[config.mk]
export PLATFORM = sky130hd
export DESIGN_NAME = waveform_line_rasterizer
export DESIGN_NICKNAME = d
export VERILOG_FILES = /design/src/design/wlr_pkg.sv /design/src/design/wlr_div.sv /design/src/design/wlr_front.sv /design/src/design/wlr_seg_fifo.sv /design/src/design/wlr_walker.sv /design/src/design/waveform_line_rasterizer.sv
export SDC_FILE = /design/constraint.sdc
export NUM_CORES = 1
export LEC_CHECK = 0
export BUFFER_PORTS_ARGS = -buffer_cell sky130_fd_sc_hd__clkbuf_2
export CORE_MARGIN = 2
export CORE_UTILIZATION = 56
export CTS_CLUSTER_DIAMETER = 150
export DETAILED_ROUTE_END_ITERATION = 8
export GPL_ROUTABILITY_DRIVEN = 0
export PLACE_DENSITY = 0.79
export SYNTH_ARGS = -nofsm -noshare
export SYNTH_HDL_FRONTEND = slang
export SYNTH_SLANG_ARGS = --single-unit
[constraint.sdc]
create_clock -name clk -period 7.85 [get_ports clk]
set_input_delay 0.3925 -clock clk [delete_from_list [all_inputs] [get_ports clk]]
set_output_delay 0.3925 -clock clk [all_outputs]
set_load 0.01 [all_outputs]
[src/design/wlr_pkg.sv]
// Shared types and constants of the waveform line rasterizer.
package wlr_pkg;

  localparam int SAMPLE_BITS   = 16;
  localparam int MAX_PLOT_SIZE = 63;
  localparam int COORD_BITS    = 11;

  localparam int REL_BITS    = $clog2(MAX_PLOT_SIZE + 1);
  localparam int ORIGIN_BITS = 10;
  localparam int COUNT_BITS  = 16;
  localparam int RANGE_BITS  = 16;
  localparam int NUM_BITS    = COUNT_BITS + REL_BITS;
  localparam int CFG_IDX_BITS  = 3;
  localparam int CFG_DATA_BITS = 16;
  localparam int SEG_DEPTH   = 2;

  localparam logic [CFG_IDX_BITS-1:0] CFG_PLOT_WIDTH   = 3'd0;
  localparam logic [CFG_IDX_BITS-1:0] CFG_PLOT_HEIGHT  = 3'd1;
  localparam logic [CFG_IDX_BITS-1:0] CFG_X_ORIGIN     = 3'd2;
  localparam logic [CFG_IDX_BITS-1:0] CFG_Y_ORIGIN     = 3'd3;
  localparam logic [CFG_IDX_BITS-1:0] CFG_MIN_VALUE    = 3'd4;
  localparam logic [CFG_IDX_BITS-1:0] CFG_DATA_RANGE   = 3'd5;
  localparam logic [CFG_IDX_BITS-1:0] CFG_SAMPLE_COUNT = 3'd6;

  typedef struct packed {
    logic signed [SAMPLE_BITS-1:0] sample;
    logic                          trace_start;
  } in_item_t;

  typedef struct packed {
    logic [COORD_BITS-1:0] pixel_x;
    logic [COORD_BITS-1:0] pixel_y;
    logic                  last_pixel;
  } out_item_t;

  typedef struct packed {
    logic [REL_BITS-1:0]           plot_width;
    logic [REL_BITS-1:0]           plot_height;
    logic [ORIGIN_BITS-1:0]        x_origin;
    logic [ORIGIN_BITS-1:0]        y_origin;
    logic signed [SAMPLE_BITS-1:0] min_value;
    logic [RANGE_BITS-1:0]         data_range;
    logic [COUNT_BITS-1:0]         sample_count;
  } cfg_t;

  // One line segment in plot-relative coordinates.
  typedef struct packed {
    logic [REL_BITS-1:0] x0;
    logic [REL_BITS-1:0] y0;
    logic [REL_BITS-1:0] x1;
    logic [REL_BITS-1:0] y1;
  } seg_t;

endpackage

[src/design/wlr_div.sv]
// Iterative divider, one quotient bit per cycle, for quotients below 2**REL_BITS.
module wlr_div
  import wlr_pkg::*;
(
  input  logic                  clk,
  input  logic                  rst_n,
  input  logic                  start,
  input  logic [NUM_BITS-1:0]   dividend,
  input  logic [RANGE_BITS-1:0] divisor,
  output logic                  done,
  output logic [REL_BITS-1:0]   quotient
);

  localparam int CNT_BITS = $clog2(REL_BITS);

  logic                busy_r, busy_nxt;
  logic                done_r, done_nxt;
  logic [NUM_BITS-1:0] rem_r, rem_nxt;
  logic [NUM_BITS-1:0] dsh_r, dsh_nxt;
  logic [REL_BITS-1:0] q_r, q_nxt;
  logic [CNT_BITS-1:0] cnt_r, cnt_nxt;
  logic                ge;

  assign ge = (rem_r >= dsh_r);

  always_comb begin
    busy_nxt = busy_r;
    done_nxt = 1'b0;
    rem_nxt  = rem_r;
    dsh_nxt  = dsh_r;
    q_nxt    = q_r;
    cnt_nxt  = cnt_r;
    if (start) begin
      busy_nxt = 1'b1;
      rem_nxt  = dividend;
      dsh_nxt  = NUM_BITS'(divisor) << (REL_BITS - 1);
      q_nxt    = '0;
      cnt_nxt  = CNT_BITS'(REL_BITS - 1);
    end else if (busy_r) begin
      // Subtract the shifted divisor where it fits, then shift it down.
      if (ge) rem_nxt = rem_r - dsh_r;
      q_nxt   = {q_r[REL_BITS-2:0], ge};
      dsh_nxt = dsh_r >> 1;
      cnt_nxt = cnt_r - 1'b1;
      if (cnt_r == '0) begin
        busy_nxt = 1'b0;
        done_nxt = 1'b1;
      end
    end
  end

  always_ff @(posedge clk) begin
    if (!rst_n) begin
      busy_r <= 1'b0;
      done_r <= 1'b0;
    end else begin
      busy_r <= busy_nxt;
      done_r <= done_nxt;
    end
    rem_r <= rem_nxt;
    dsh_r <= dsh_nxt;
    q_r   <= q_nxt;
    cnt_r <= cnt_nxt;
  end

  assign done     = done_r;
  assign quotient = q_r;

endmodule

[src/design/wlr_front.sv]
// Front end: takes samples, maps them to plot points and queues line segments.
module wlr_front
  import wlr_pkg::*;
(
  input  logic     clk,
  input  logic     rst_n,
  input  cfg_t     cfg,
  input  logic     in_push,
  output logic     in_full,
  input  in_item_t in_data,
  output logic     seg_push,
  output seg_t     seg_data,
  input  logic     seg_full
);

  typedef enum logic [2:0] {
    S_IDLE, S_CLAMP, S_MUL, S_DIV_COL, S_DIV_ROW, S_PUSH
  } state_t;

  state_t                        state_r, state_nxt;
  logic [COUNT_BITS-1:0]         sample_index_r, sample_index_nxt;
  logic [REL_BITS-1:0]           prev_col_r, prev_col_nxt;
  logic [REL_BITS-1:0]           prev_row_r, prev_row_nxt;
  logic [COUNT_BITS-1:0]         idx_r, idx_nxt;
  logic signed [SAMPLE_BITS-1:0] sample_r, sample_nxt;
  logic [RANGE_BITS-1:0]         d_r, d_nxt;
  logic [NUM_BITS-1:0]           col_num_r, col_num_nxt;
  logic [NUM_BITS-1:0]           row_num_r, row_num_nxt;
  logic [REL_BITS-1:0]           col_r, col_nxt;
  logic [REL_BITS-1:0]           row_r, row_nxt;
  logic                          div_start_r, div_start_nxt;

  logic [COUNT_BITS-1:0]   n_eff;
  logic [COUNT_BITS-1:0]   idx_in;
  logic signed [SAMPLE_BITS:0] diff;
  logic [NUM_BITS-1:0]     div_dividend;
  logic [RANGE_BITS-1:0]   div_divisor;
  logic                    div_done;
  logic [REL_BITS-1:0]     div_q;

  assign n_eff  = (cfg.sample_count == '0) ? COUNT_BITS'(1) : cfg.sample_count;
  assign idx_in = in_data.trace_start ? '0 : sample_index_r;
  assign diff   = {sample_r[SAMPLE_BITS-1], sample_r}
                - {cfg.min_value[SAMPLE_BITS-1], cfg.min_value};

  assign div_dividend = (state_r == S_DIV_ROW) ? row_num_r : col_num_r;
  assign div_divisor  = (state_r == S_DIV_ROW) ? cfg.data_range : n_eff;

  wlr_div u_div (
    .clk      (clk),
    .rst_n    (rst_n),
    .start    (div_start_r),
    .dividend (div_dividend),
    .divisor  (div_divisor),
    .done     (div_done),
    .quotient (div_q)
  );

  always_comb begin
    state_nxt        = state_r;
    sample_index_nxt = sample_index_r;
    prev_col_nxt     = prev_col_r;
    prev_row_nxt     = prev_row_r;
    idx_nxt          = idx_r;
    sample_nxt       = sample_r;
    d_nxt            = d_r;
    col_num_nxt      = col_num_r;
    row_num_nxt      = row_num_r;
    col_nxt          = col_r;
    row_nxt          = row_r;
    div_start_nxt    = 1'b0;
    seg_push         = 1'b0;
    case (state_r)
      S_IDLE: begin
        // Drop samples past the end of the trace.
        if (in_push && (idx_in < n_eff)) begin
          idx_nxt    = idx_in;
          sample_nxt = in_data.sample;
          state_nxt  = S_CLAMP;
        end
      end
      S_CLAMP: begin
        if (diff[SAMPLE_BITS]) begin
          d_nxt = '0;
        end else if (diff[SAMPLE_BITS-1:0] > cfg.data_range) begin
          d_nxt = cfg.data_range;
        end else begin
          d_nxt = diff[SAMPLE_BITS-1:0];
        end
        state_nxt = S_MUL;
      end
      S_MUL: begin
        col_num_nxt   = NUM_BITS'(idx_r) * NUM_BITS'(cfg.plot_width);
        row_num_nxt   = NUM_BITS'(d_r) * NUM_BITS'(cfg.plot_height);
        div_start_nxt = 1'b1;
        state_nxt     = S_DIV_COL;
      end
      S_DIV_COL: begin
        if (div_done) begin
          col_nxt = div_q;
          if (cfg.data_range == '0) begin
            row_nxt   = cfg.plot_height;
            state_nxt = S_PUSH;
          end else begin
            div_start_nxt = 1'b1;
            state_nxt     = S_DIV_ROW;
          end
        end
      end
      S_DIV_ROW: begin
        if (div_done) begin
          row_nxt   = cfg.plot_height - div_q;
          state_nxt = S_PUSH;
        end
      end
      S_PUSH: begin
        // The first point of a trace only seeds the walk.
        if ((idx_r == '0) || !seg_full) begin
          seg_push         = (idx_r != '0);
          prev_col_nxt     = col_r;
          prev_row_nxt     = row_r;
          sample_index_nxt = idx_r + 1'b1;
          state_nxt        = S_IDLE;
        end
      end
      default: state_nxt = S_IDLE;
    endcase
  end

  always_ff @(posedge clk) begin
    if (!rst_n) begin
      state_r        <= S_IDLE;
      sample_index_r <= '0;
      prev_col_r     <= '0;
      prev_row_r     <= '0;
      div_start_r    <= 1'b0;
    end else begin
      state_r        <= state_nxt;
      sample_index_r <= sample_index_nxt;
      prev_col_r     <= prev_col_nxt;
      prev_row_r     <= prev_row_nxt;
      div_start_r    <= div_start_nxt;
    end
    idx_r     <= idx_nxt;
    sample_r  <= sample_nxt;
    d_r       <= d_nxt;
    col_num_r <= col_num_nxt;
    row_num_r <= row_num_nxt;
    col_r     <= col_nxt;
    row_r     <= row_nxt;
  end

  assign in_full  = (state_r != S_IDLE);
  assign seg_data = '{x0: prev_col_r, y0: prev_row_r, x1: col_r, y1: row_r};

endmodule

[src/design/wlr_seg_fifo.sv]
// Short segment queue between the front end and the line walker.
module wlr_seg_fifo
  import wlr_pkg::*;
(
  input  logic clk,
  input  logic rst_n,
  input  logic push,
  input  seg_t push_data,
  output logic full,
  input  logic pop,
  output seg_t pop_data,
  output logic empty
);

  localparam int PTR_BITS = $clog2(SEG_DEPTH);
  localparam int CNT_BITS = $clog2(SEG_DEPTH + 1);

  seg_t                entry_r [SEG_DEPTH];
  logic [PTR_BITS-1:0] wr_ptr_r, wr_ptr_nxt;
  logic [PTR_BITS-1:0] rd_ptr_r, rd_ptr_nxt;
  logic [CNT_BITS-1:0] count_r, count_nxt;
  logic                do_push, do_pop;

  assign full    = (count_r == CNT_BITS'(SEG_DEPTH));
  assign empty   = (count_r == '0);
  assign do_push = push && !full;
  assign do_pop  = pop && !empty;

  always_comb begin
    wr_ptr_nxt = wr_ptr_r;
    rd_ptr_nxt = rd_ptr_r;
    count_nxt  = count_r;
    if (do_push) begin
      wr_ptr_nxt = (wr_ptr_r == PTR_BITS'(SEG_DEPTH - 1)) ? '0 : wr_ptr_r + 1'b1;
    end
    if (do_pop) begin
      rd_ptr_nxt = (rd_ptr_r == PTR_BITS'(SEG_DEPTH - 1)) ? '0 : rd_ptr_r + 1'b1;
    end
    if (do_push && !do_pop) begin
      count_nxt = count_r + 1'b1;
    end else if (do_pop && !do_push) begin
      count_nxt = count_r - 1'b1;
    end
  end

  always_ff @(posedge clk) begin
    if (!rst_n) begin
      wr_ptr_r <= '0;
      rd_ptr_r <= '0;
      count_r  <= '0;
    end else begin
      wr_ptr_r <= wr_ptr_nxt;
      rd_ptr_r <= rd_ptr_nxt;
      count_r  <= count_nxt;
    end
    if (do_push) entry_r[wr_ptr_r] <= push_data;
  end

  assign pop_data = entry_r[rd_ptr_r];

endmodule

[src/design/wlr_walker.sv]
// Back end: Bresenham walk of each segment into an output register.
module wlr_walker
  import wlr_pkg::*;
(
  input  logic      clk,
  input  logic      rst_n,
  input  cfg_t      cfg,
  input  logic      seg_empty,
  input  seg_t      seg_data,
  output logic      seg_pop,
  output logic      out_empty,
  input  logic      out_pop,
  output out_item_t out_data
);

  localparam int ERR_BITS = REL_BITS + 3;

  logic                       busy_r, busy_nxt;
  logic                       out_valid_r, out_valid_nxt;
  out_item_t                  out_data_r, out_data_nxt;
  logic [REL_BITS-1:0]        x_r, x_nxt, y_r, y_nxt;
  logic [REL_BITS-1:0]        xe_r, xe_nxt, ye_r, ye_nxt;
  logic [REL_BITS-1:0]        dx_r, dx_nxt, dy_r, dy_nxt;
  logic                       sx_r, sx_nxt, sy_r, sy_nxt;
  logic signed [ERR_BITS-1:0] err_r, err_nxt;

  logic                       can_load;
  logic                       last;
  logic signed [ERR_BITS-1:0] e2, ndy, pdx, err_step;
  logic [REL_BITS-1:0]        ldx, ldy;

  assign can_load = !out_valid_r || out_pop;
  assign last     = (x_r == xe_r) && (y_r == ye_r);
  assign e2       = err_r <<< 1;
  assign ndy      = -$signed(ERR_BITS'(dy_r));
  assign pdx      = $signed(ERR_BITS'(dx_r));
  assign ldx      = (seg_data.x1 > seg_data.x0) ? seg_data.x1 - seg_data.x0
                                                : seg_data.x0 - seg_data.x1;
  assign ldy      = (seg_data.y1 > seg_data.y0) ? seg_data.y1 - seg_data.y0
                                                : seg_data.y0 - seg_data.y1;

  always_comb begin
    busy_nxt      = busy_r;
    out_valid_nxt = out_valid_r;
    out_data_nxt  = out_data_r;
    x_nxt         = x_r;
    y_nxt         = y_r;
    xe_nxt        = xe_r;
    ye_nxt        = ye_r;
    dx_nxt        = dx_r;
    dy_nxt        = dy_r;
    sx_nxt        = sx_r;
    sy_nxt        = sy_r;
    err_nxt       = err_r;
    err_step      = err_r;
    seg_pop       = 1'b0;
    if (out_pop) out_valid_nxt = 1'b0;
    if (busy_r) begin
      if (can_load) begin
        out_valid_nxt = 1'b1;
        out_data_nxt.pixel_x    = COORD_BITS'(x_r) + COORD_BITS'(cfg.x_origin);
        out_data_nxt.pixel_y    = COORD_BITS'(y_r) + COORD_BITS'(cfg.y_origin);
        out_data_nxt.last_pixel = last;
        if (last) begin
          busy_nxt = 1'b0;
        end else begin
          // Advance one pixel along the major and/or minor axis.
          if (e2 > ndy) begin
            err_step = err_step - pdx + pdx + ndy;
            x_nxt    = sx_r ? x_r + 1'b1 : x_r - 1'b1;
          end
          if (e2 < pdx) begin
            err_step = err_step + pdx;
            y_nxt    = sy_r ? y_r + 1'b1 : y_r - 1'b1;
          end
          err_nxt = err_step;
        end
      end
    end else if (!seg_empty) begin
      seg_pop  = 1'b1;
      busy_nxt = 1'b1;
      x_nxt    = seg_data.x0;
      y_nxt    = seg_data.y0;
      xe_nxt   = seg_data.x1;
      ye_nxt   = seg_data.y1;
      dx_nxt   = ldx;
      dy_nxt   = ldy;
      sx_nxt   = (seg_data.x0 < seg_data.x1);
      sy_nxt   = (seg_data.y0 < seg_data.y1);
      err_nxt  = $signed(ERR_BITS'(ldx)) - $signed(ERR_BITS'(ldy));
    end
  end

  always_ff @(posedge clk) begin
    if (!rst_n) begin
      busy_r      <= 1'b0;
      out_valid_r <= 1'b0;
    end else begin
      busy_r      <= busy_nxt;
      out_valid_r <= out_valid_nxt;
    end
    out_data_r <= out_data_nxt;
    x_r        <= x_nxt;
    y_r        <= y_nxt;
    xe_r       <= xe_nxt;
    ye_r       <= ye_nxt;
    dx_r       <= dx_nxt;
    dy_r       <= dy_nxt;
    sx_r       <= sx_nxt;
    sy_r       <= sy_nxt;
    err_r      <= err_nxt;
  end

  assign out_empty = !out_valid_r;
  assign out_data  = out_data_r;

endmodule

[src/design/waveform_line_rasterizer.sv]
// Top level of the waveform line rasterizer: registers, front end, queue, walker.
//
// Usage: push one signed sample per transaction on the in_ side (push/full).
// Set trace_start on the first sample of a trace. Each sample after the
// first of a trace yields a run of pixels on the out_ side (empty/pop): the
// Bresenham line from the previous point to the new one, both ends included,
// last_pixel set on the final pixel of the run.
// Configuration: write cfg_wdata into register cfg_index while cfg_we is high;
// write only while the block is idle.
// Sample path: full stays high through clamp, multiply, two divisions on the
// shared divider and push; with a zero range the row division is skipped.
// The walker emits one pixel per cycle while the output register is free,
// max(|dx|,|dy|)+1 pixels per segment after a separate load step. A two-entry
// segment queue lets the front end work on the next sample while the walker
// drains the current line.
// Reset (synchronous, rst_n low) restores default registers, starts a fresh
// trace and empties the queue and output register.
// Stalls: while pop stays low the output register holds its pixel, the
// walker waits, the queue fills, and full rises to hold off the sender.
module waveform_line_rasterizer
  import wlr_pkg::*;
(
  input  logic                     clk,
  input  logic                     rst_n,
  input  logic                     in_push,
  output logic                     in_full,
  input  in_item_t                 in_data,
  output logic                     out_empty,
  input  logic                     out_pop,
  output out_item_t                out_data,
  input  logic                     cfg_we,
  input  logic [CFG_IDX_BITS-1:0]  cfg_index,
  input  logic [CFG_DATA_BITS-1:0] cfg_wdata
);

  cfg_t cfg_r, cfg_nxt;
  logic seg_push, seg_full, seg_pop, seg_empty;
  seg_t seg_in, seg_out;

  // Register file: decode the index and truncate data to each field.
  always_comb begin
    cfg_nxt = cfg_r;
    if (cfg_we) begin
      case (cfg_index)
        CFG_PLOT_WIDTH:   cfg_nxt.plot_width   = cfg_wdata[REL_BITS-1:0];
        CFG_PLOT_HEIGHT:  cfg_nxt.plot_height  = cfg_wdata[REL_BITS-1:0];
        CFG_X_ORIGIN:     cfg_nxt.x_origin     = cfg_wdata[ORIGIN_BITS-1:0];
        CFG_Y_ORIGIN:     cfg_nxt.y_origin     = cfg_wdata[ORIGIN_BITS-1:0];
        CFG_MIN_VALUE:    cfg_nxt.min_value    = $signed(cfg_wdata[SAMPLE_BITS-1:0]);
        CFG_DATA_RANGE:   cfg_nxt.data_range   = cfg_wdata[RANGE_BITS-1:0];
        CFG_SAMPLE_COUNT: cfg_nxt.sample_count = cfg_wdata[COUNT_BITS-1:0];
        default:          cfg_nxt = cfg_r;
      endcase
    end
  end

  always_ff @(posedge clk) begin
    if (!rst_n) begin
      cfg_r.plot_width   <= REL_BITS'(MAX_PLOT_SIZE);
      cfg_r.plot_height  <= REL_BITS'(MAX_PLOT_SIZE);
      cfg_r.x_origin     <= '0;
      cfg_r.y_origin     <= '0;
      cfg_r.min_value    <= '0;
      cfg_r.data_range   <= '0;
      cfg_r.sample_count <= COUNT_BITS'(64);
    end else begin
      cfg_r <= cfg_nxt;
    end
  end

  // Front end: map samples to points and queue segments.
  wlr_front u_front (
    .clk      (clk),
    .rst_n    (rst_n),
    .cfg      (cfg_r),
    .in_push  (in_push),
    .in_full  (in_full),
    .in_data  (in_data),
    .seg_push (seg_push),
    .seg_data (seg_in),
    .seg_full (seg_full)
  );

  // Decouple point mapping from pixel walking.
  wlr_seg_fifo u_seg_fifo (
    .clk       (clk),
    .rst_n     (rst_n),
    .push      (seg_push),
    .push_data (seg_in),
    .full      (seg_full),
    .pop       (seg_pop),
    .pop_data  (seg_out),
    .empty     (seg_empty)
  );

  // Back end: walk each segment one pixel per cycle while the output register is free; origins apply here.
  wlr_walker u_walker (
    .clk       (clk),
    .rst_n     (rst_n),
    .cfg       (cfg_r),
    .seg_empty (seg_empty),
    .seg_data  (seg_out),
    .seg_pop   (seg_pop),
    .out_empty (out_empty),
    .out_pop   (out_pop),
    .out_data  (out_data)
  );

endmodule
==> impl_metrics.csv, run 1 <==
group,metric,value,unit
run_status,status,"finished, final reports clean",
cts,number_of_clock_sinks_seen_by_cts,394,
logic_synthesis,synth_warnings,0,
placed_design,post-dp-hpwl,49600,um
sta,final.setup_skew,21.8,ps
sta,tightest_slew,1230,ps
global_routing,grt.met3_usage,0.0414,
worst_setup_path,critical_path.slowest_cell,"sky130_fd_sc_hd__dfxtp_1",
finish,syn_to_final_growth,8.82,%
die,die_w,223,um
worst_setup_path,r2r.worst_path.cells,16,
sta,worst_hold_slack,89.6,ps
cts,cts.path.max_buffers,3,
worst_setup_path,start_to_end_type_of_the_worst_setup_path,"flip-flop to flip-flop",
hold_path,hold_crit_path_type,"primary input to flip-flop",
global_routing,grtUsageMet2,0.461,
worst_setup_path,worstSetupEndpointType,"flip-flop",
worst_setup_path,crit_buf_inv,3,
cts,clock_insertion_delay_worst_skew,580,ps
logic_synthesis,ys_dominant_reg_cell,"sky130_fd_sc_hd__edfxtp_1",
sta,layout_min_cycle_time,4960,ps
logic_synthesis,seq_area_frac_synth,0.390,
finish,antenna_cells,0,
logic_synthesis,async_reset_ff_frac,0,
logic_synthesis,synth-seq-cells,394,
drt,drt-pass1-iter-count,8,
finish,layout.cell_area.non_filler,29200,sq um
cts,cts-resized-gates,0,
logic_synthesis,post_synthesis_cell_area,26900,sq um
logic_synthesis,synth_nets,3152,
worst_setup_path,critical_path.max_fanout,19,
sta,hold_viol,0,
drt,final_antenna_net_count,0,
logic_synthesis,synthCells,2756,
worst_setup_path,cp_slowest_stage_delay,770,ps
logic_synthesis,syn_area_per_cell,9.74,sq um
worst_setup_path,timing.critical_path.required,8170,ps
finish,finish.utilization,0.615,
finish,fillers,3744,
die,die_y,223,um
die,ports,66,
cts,cts_made_buffers,41,
power_and_ir_drop,power-per-cell-area,416,nW/um^2
global_routing,grt_first_pass_wirelength,105000,um
finish,drive_above_1_share,0.0604,
die,die_area,49700,sq um
worst_setup_path,cp_cell_sequence,"nand2_1, fa_1, inv_1, ha_1, inv_1, fa_1, inv_1, ha_1, a21o_1, a21oi_1, nor2b_1, o41ai_1, o21ai_0, a211oi_1, a21oi_1, xor2_1",
sta,final-setup-viol-count,0,
sta,grt_setup_unrepaired,"false",
die,std_cell_rows,80,
finish,fin_nets,3194,
drt,viasPerCell,5.86,
logic_synthesis,synth_edf_count,259,
placed_design,placement.io_buffers,65,
placed_design,detailedPlace.worstSlack,3020,ps
power_and_ir_drop,irDropWorstVdd,0.297,mV
sta,min_period_over_period,0.632,
power_and_ir_drop,leakagePower,12.5,nW
finish,final_cell_mix,"419 x sky130_fd_sc_hd__nand2_1, 315 x sky130_fd_sc_hd__inv_1, 259 x sky130_fd_sc_hd__edfxtp_1",
drt,finalWirelength,66000,um
die,initial_cell_density_of_the_core,0.565,
drt,detail_route.drc_violations,0,
die,core_area,47500,sq um
global_routing,grt.total_usage,0.267,
finish,final_common_cell,"sky130_fd_sc_hd__nand2_1",
logic_synthesis,yosysUniqueCellTypes,67,
worst_setup_path,critPathTopFamily,"compound AO/OA/AOI/OAI gates",
global_routing,vias_in_the_first_global_route,20339,
cts,tritoncts,"built",
cts,cts-root-buf,"sky130_fd_sc_hd__clkbuf_16",
sta,fin_ws,2890,ps
hold_path,holdPathStages,3,
worst_setup_path,worstPathArrival,5280,ps
placed_design,dpl-instance-area,27700,sq um
global_routing,gr-total-overflow,0,
global_routing,grt_antenna_before_repair,1,
sta,setup_total_negative_slack,0,ps
sta,worst_slew_margin_rel,0.173,
global_routing,groute.layer.met1.usage,0.325,
global_routing,largest_net_degree_at_the_start_of_global_routing,93,
sta,max_freq,202,MHz
sta,report.final.slew_viol_count,0,
drt,post_drt_wl_per_cell,19.2,um
worst_setup_path,worstSetupPathDepth,16,
global_routing,grt_most_used_layer,"met2",
drt,detail_route.iter0.violations,1675,
worst_setup_path,crit_path_frequent_cell,"sky130_fd_sc_hd__inv_1",
cts,reg_clk_slew_reported_paths,60,ps
worst_setup_path,critical_path.startpoint_type,"flip-flop",
job,maxCapViolations,0,
drt,routed-via-count,20207,
cts,cts.htree.levels,2,
==> through the flow <==
step / total power, W / instances
after floorplan: 0.00840 / 2756
after global placement: 0.00974 / 3354
after detailed placement: 0.0101 / 3354
after CTS: 0.0121 / 3446
after global routing: 0.0131 / 3446
final: 0.0122 / 3446
==> synthesized netlist by cell type (4+ instances only) <==
library cell	instances	area, sq um
sky130_fd_sc_hd__o21ai_0	100	500
sky130_fd_sc_hd__xnor2_1	94	823
sky130_fd_sc_hd__nor3_1	29	145
sky130_fd_sc_hd__a31oi_1	15	93.8
sky130_fd_sc_hd__a21o_1	51	383
sky130_fd_sc_hd__dfxtp_1	135	2700
sky130_fd_sc_hd__mux2_2	15	169
sky130_fd_sc_hd__a211oi_1	16	120
sky130_fd_sc_hd__xor2_1	44	385
sky130_fd_sc_hd__mux2i_1	75	751
sky130_fd_sc_hd__buf_1	7	26.3
sky130_fd_sc_hd__nor2_1	149	559
sky130_fd_sc_hd__nand2_1	419	1570
sky130_fd_sc_hd__and3_1	24	150
sky130_fd_sc_hd__clkbuf_1	85	319
sky130_fd_sc_hd__o211a_1	16	160
sky130_fd_sc_hd__a21oi_1	124	621
sky130_fd_sc_hd__fa_1	138	2760
sky130_fd_sc_hd__o211ai_1	13	97.6
sky130_fd_sc_hd__ha_1	217	2720
sky130_fd_sc_hd__nand4_1	16	100
sky130_fd_sc_hd__or2_2	4	25.0
sky130_fd_sc_hd__nand2b_1	15	93.8
sky130_fd_sc_hd__nor4_1	17	106
sky130_fd_sc_hd__edfxtp_1	259	7780
sky130_fd_sc_hd__a21boi_0	61	458
sky130_fd_sc_hd__a41oi_1	4	35.0
sky130_fd_sc_hd__nor2b_1	42	263
sky130_fd_sc_hd__o31ai_1	8	60.1
sky130_fd_sc_hd__inv_1	315	1180
sky130_fd_sc_hd__nand3_1	43	215
sky130_fd_sc_hd__or3_1	17	106
sky130_fd_sc_hd__nor3b_1	5	37.5
sky130_fd_sc_hd__and2_1	95	594
sky130_fd_sc_hd__o21bai_1	16	120
sky130_fd_sc_hd__o21a_1	22	165
==> final cells by class <==
cell class	instances	area, sq um	area share
Sequential cell	394	10500	0.359
Tap cell	615	769	0.0263
Multi-Input combinational cell	1951	14800	0.508
Timing Repair Buffer	94	583	0.0200
Clock inverter	21	211	0.00724
Clock buffer	55	1140	0.0391
Inverter	316	1190	0.0406
==> power breakdown <==
group | switching (W) | internal (W)
Sequential | 0.000330 | 0.00290
Combinational | 0.00395 | 0.00301
Clock | 0.000837 | 0.00113
==> tightest hold or removal path: cells and delay by family <==
family / cells / cell delay [ps]
buffers and inverters: 1 / 120
AND/OR/NAND/NOR: 1 / 70
AO/OA/AOI/OAI: 1 / 50
==> worst paths after layout <==
| check | start | endpoint | slack [ps] |
|---|---|---|---|
| max | cfg_r[70] | u_front.row_num_r[20] | 2890 |
| min | cfg_wdata[15] | cfg_r[47] | 90 |
| max reg2reg | cfg_r[70] | u_front.row_num_r[20] | 2890 |
| min reg2reg | u_front.prev_row_r[1] | u_seg_fifo.entry_r[1][13] | 460 |
==> timing repair <==
item,CTS,global route
setup buffers,0,0
hold endpoints to repair,16,0
hold buffers,16,0
==> routing by layer <==
metal / part of all wire / vias up
met1: 0.38 / 9810
met5: 0 / -
met2: 0.49 / 759
met3: 0.069 / 222
met4: 0.054 / 0
li1: - / 9416
==> flip-flops by register name, indices dropped and copies added (netlist names), 8 cells and up, named ones only <==
signal / count
u_walker.err_r: 8
u_front.u_div.dsh_r: 21
u_front.d_r: 16
u_front.idx_r: 16
cfg_r: 80
u_walker.out_data: 23
u_front.col_num_r: 22
u_front.sample_index_r: 16
u_seg_fifo.entry_r: 48
u_front.u_div.rem_r: 22
u_front.row_num_r: 22
u_front.sample_r: 16
==> cell families after synthesis <==
logic type | Yosys count | synth area share
adder cells (fa/ha/maj) | 355 | 0.204
multiplexers | 91 | 0.0348
AO/OA/AOI/OAI | 479 | 0.116
buffers and inverters | 411 | 0.0578
flip-flops | 394 | 0.390
XOR/XNOR | 138 | 0.0450
AND/OR/NAND/NOR | 888 | 0.152
No activity file was read; power rests on OpenSTA's default activity.
==> run 2: changes to the inputs <==
- clock period: 7.85 -> 4.8 ns (I/O delays scaled with it)
==> run 2 against run 1 <==
Compared with the run above: non-clock buffer count increased by 38; final cell count up 1.2%; global-route usage about the same; clock power increased by 66%; sequential power is 62% higher; fmax increased by 8.2%; clock skew is 17 ps higher; utilization is 0.94 points higher.
==> impl_metrics.csv, run 2 (synthesis gave the netlist of run 1 again) <==
group,metric,value,unit
run_status,status,"finished, final reports clean",
finish,syn_to_final_growth,10.5,%
sta,final.setup_skew,38.6,ps
drt,detail_route.drc_violations,0,
power_and_ir_drop,irDropWorstVdd,0.490,mV
placed_design,detailedPlace.worstSlack,108,ps
worst_setup_path,ff2ff_setup_slack,220,ps
die,die_y,223,um
sta,hold_viol,0,
worst_setup_path,worstPathArrival,4900,ps
drt,finalWirelength,65500,um
power_and_ir_drop,comb_power_share,0.575,
drt,routed-via-count,20125,
drt,final_antenna_net_count,0,
cts,cts-root-buf,"sky130_fd_sc_hd__clkbuf_16",
global_routing,gr-total-overflow,0,
sta,max_freq,218,MHz
sta,report.final.slew_viol_count,0,
power_and_ir_drop,power.net_switching,0.00839,W
placed_design,post-dp-hpwl,49000,um
hold_path,hold_crit_path_type,"primary input to flip-flop",
sta,tightest_slew,1220,ps
sta,final-setup-viol-count,0,
worst_setup_path,worstSetupEndpointType,"flip-flop",
power_and_ir_drop,leakagePower,12.7,nW
sta,worst_slew_margin_rel,0.185,
cts,cts.htree.levels,2,
drt,drt-pass1-iter-count,6,
sta,worst_hold_slack,38.0,ps
power_and_ir_drop,p_int,0.0116,W
placed_design,placement.io_buffers,65,
global_routing,vias_in_the_first_global_route,20399,
cts,number_of_clock_sinks_seen_by_cts,394,
worst_setup_path,start_to_end_type_of_the_worst_setup_path,"flip-flop to flip-flop",
global_routing,grt_first_pass_wirelength,106000,um
finish,antenna_cells,0,
die,initial_cell_density_of_the_core,0.565,
die,die_w,223,um
die,core_area,47500,sq um
finish,final_common_cell,"sky130_fd_sc_hd__nand2_1",
finish,largest_register_ffs,80,
worst_setup_path,critical_path.max_fanout,9,
drt,viasPerCell,5.77,
global_routing,largest_net_degree_at_the_start_of_global_routing,72,
finish,fillers,3627,
global_routing,grt_antenna_before_repair,0,
cts,reg_clk_slew_reported_paths,60,ps
die,ports,66,
power_and_ir_drop,power.sequential.fraction,0.261,
die,die_area,49700,sq um
global_routing,grt.total_usage,0.267,
job,maxCapViolations,0,
worst_setup_path,timing.critical_path.required,5120,ps
finish,drive_above_1_share,0.0791,
cts,clock_insertion_delay_worst_skew,590,ps
sta,layout_min_cycle_time,4580,ps
sta,fin_ws,216,ps
finish,fin_nets,3233,
power_and_ir_drop,switching_share_of_power,0.420,
die,std_cell_rows,80,
cts,tritoncts,"built",
power_and_ir_drop,power-per-cell-area,674,nW/um^2
finish,final_cell_mix,"419 x sky130_fd_sc_hd__nand2_1, 315 x sky130_fd_sc_hd__inv_1, 259 x sky130_fd_sc_hd__edfxtp_1",
drt,post_drt_wl_per_cell,18.8,um
worst_setup_path,critical_path.startpoint_type,"flip-flop",
sta,min_period_over_period,0.955,
power_and_ir_drop,p_clk_frac,0.164,
finish,registers.top_by_ff_count,"cfg_r",
drt,detail_route.iter0.violations,1810,
cts,cts_made_buffers,42,
cts,cts.path.max_buffers,3,
==> run 2: changes by cell type in the layout (fill, tap and decap cells not counted), moves of 3 or more <==
cell | previous run | this run
sky130_fd_sc_hd__a211oi_1 | 16 | 13
sky130_fd_sc_hd__a211oi_2 | 2 | 5
sky130_fd_sc_hd__dfxtp_2 | 1 | 7
sky130_fd_sc_hd__buf_12 | 0 | 3
sky130_fd_sc_hd__buf_4 | 13 | 41
sky130_fd_sc_hd__o21ai_1 | 0 | 3
sky130_fd_sc_hd__dfxtp_1 | 134 | 128
sky130_fd_sc_hd__o21ai_0 | 100 | 97
sky130_fd_sc_hd__clkbuf_8 | 2 | 5
sky130_fd_sc_hd__dlygate4sd3_1 | 16 | 23
sky130_fd_sc_hd__clkinvlp_4 | 2 | 5
sky130_fd_sc_hd__clkinv_1 | 8 | 0
==> run 2: path summary, 6_finish.rpt <==
kind | startpoint | to | cells past startpoint
setup / recovery | cfg_r[76] | u_front.col_num_r[21] | 15
hold / removal | cfg_wdata[8] | cfg_r[66] | 3
setup reg to reg | cfg_r[76] | u_front.col_num_r[21] | 15
hold reg to reg | u_front.prev_col_r[2] | u_seg_fifo.entry_r[0][20] | 0
==> run 2: timing repair <==
action	in CTS	in global routing
gates resized for setup	0	19
hold buffers	23	0
endpoints found under the setup margin	0	11
endpoints found under the hold margin	35	0
setup buffers	0	8
==> run 2: power groups by stage <==
stage / clock network, W / logic [W] / registers [W]
final: 0.00327 / 0.0115 / 0.00523
after global routing: 0.00344 / 0.0129 / 0.00528
after CTS: 0.00330 / 0.0113 / 0.00521
after detailed placement: 0 / 0.0111 / 0.00527
after global placement: 0 / 0.0105 / 0.00525
after floorplan: 0 / 0.00866 / 0.00509
==> run 2: critical path, cell delays in order (launching register included) <==
cell                       delay (ps)
sky130_fd_sc_hd__dfxtp_1          550
sky130_fd_sc_hd__buf_4            240
sky130_fd_sc_hd__and2_1           180
sky130_fd_sc_hd__fa_1             420
sky130_fd_sc_hd__inv_1            120
sky130_fd_sc_hd__fa_1             460
sky130_fd_sc_hd__fa_1             540
sky130_fd_sc_hd__inv_1             40
sky130_fd_sc_hd__ha_1             380
sky130_fd_sc_hd__a21o_1           210
sky130_fd_sc_hd__a21o_1           180
sky130_fd_sc_hd__a21oi_1          250
sky130_fd_sc_hd__o21ai_0          170
sky130_fd_sc_hd__a211oi_2         300
sky130_fd_sc_hd__a21oi_1          140
sky130_fd_sc_hd__xor2_1           160
==> run 2: metrics by stage <==
stage | cells | power, W | util | setup TNS, ps | cell area, sq um
floorplan | 2756 | 0.0137 | - | 0 | 26900
CTS | 3478 | 0.0198 | 0.621 | 0 | 29500
detailed placement | 3377 | 0.0164 | 0.587 | 0 | 27900
finish | 3486 | 0.0200 | 0.624 | 0 | 29700
global route | 3486 | 0.0216 | 0.624 | -10.5 | 29700
global placement | 3377 | 0.0158 | 0.587 | 0 | 27900
==> run 2: layout make-up <==
cell class,instances,area (sq um),share of cell area
timing repair buffer,132,923,0.0311
clock buffer,59,1190,0.0400
clock inverter,19,211,0.00713
multi-input combinational,1951,14900,0.502
inverter,316,1190,0.0400
tap,615,769,0.0259
sequential,394,10500,0.354
==> run 2: layer usage <==
layer | share of wire | up-vias | wire length, um | GRT usage
met4 | 0.036 | 0 | 2340 | 0.0979
li1 | - | 9499 | - | -
met1 | 0.39 | 9686 | 25800 | 0.335
met2 | 0.51 | 778 | 33300 | 0.474
met3 | 0.062 | 162 | 4050 | 0.0321
met5 | 0 | - | 0 | 0
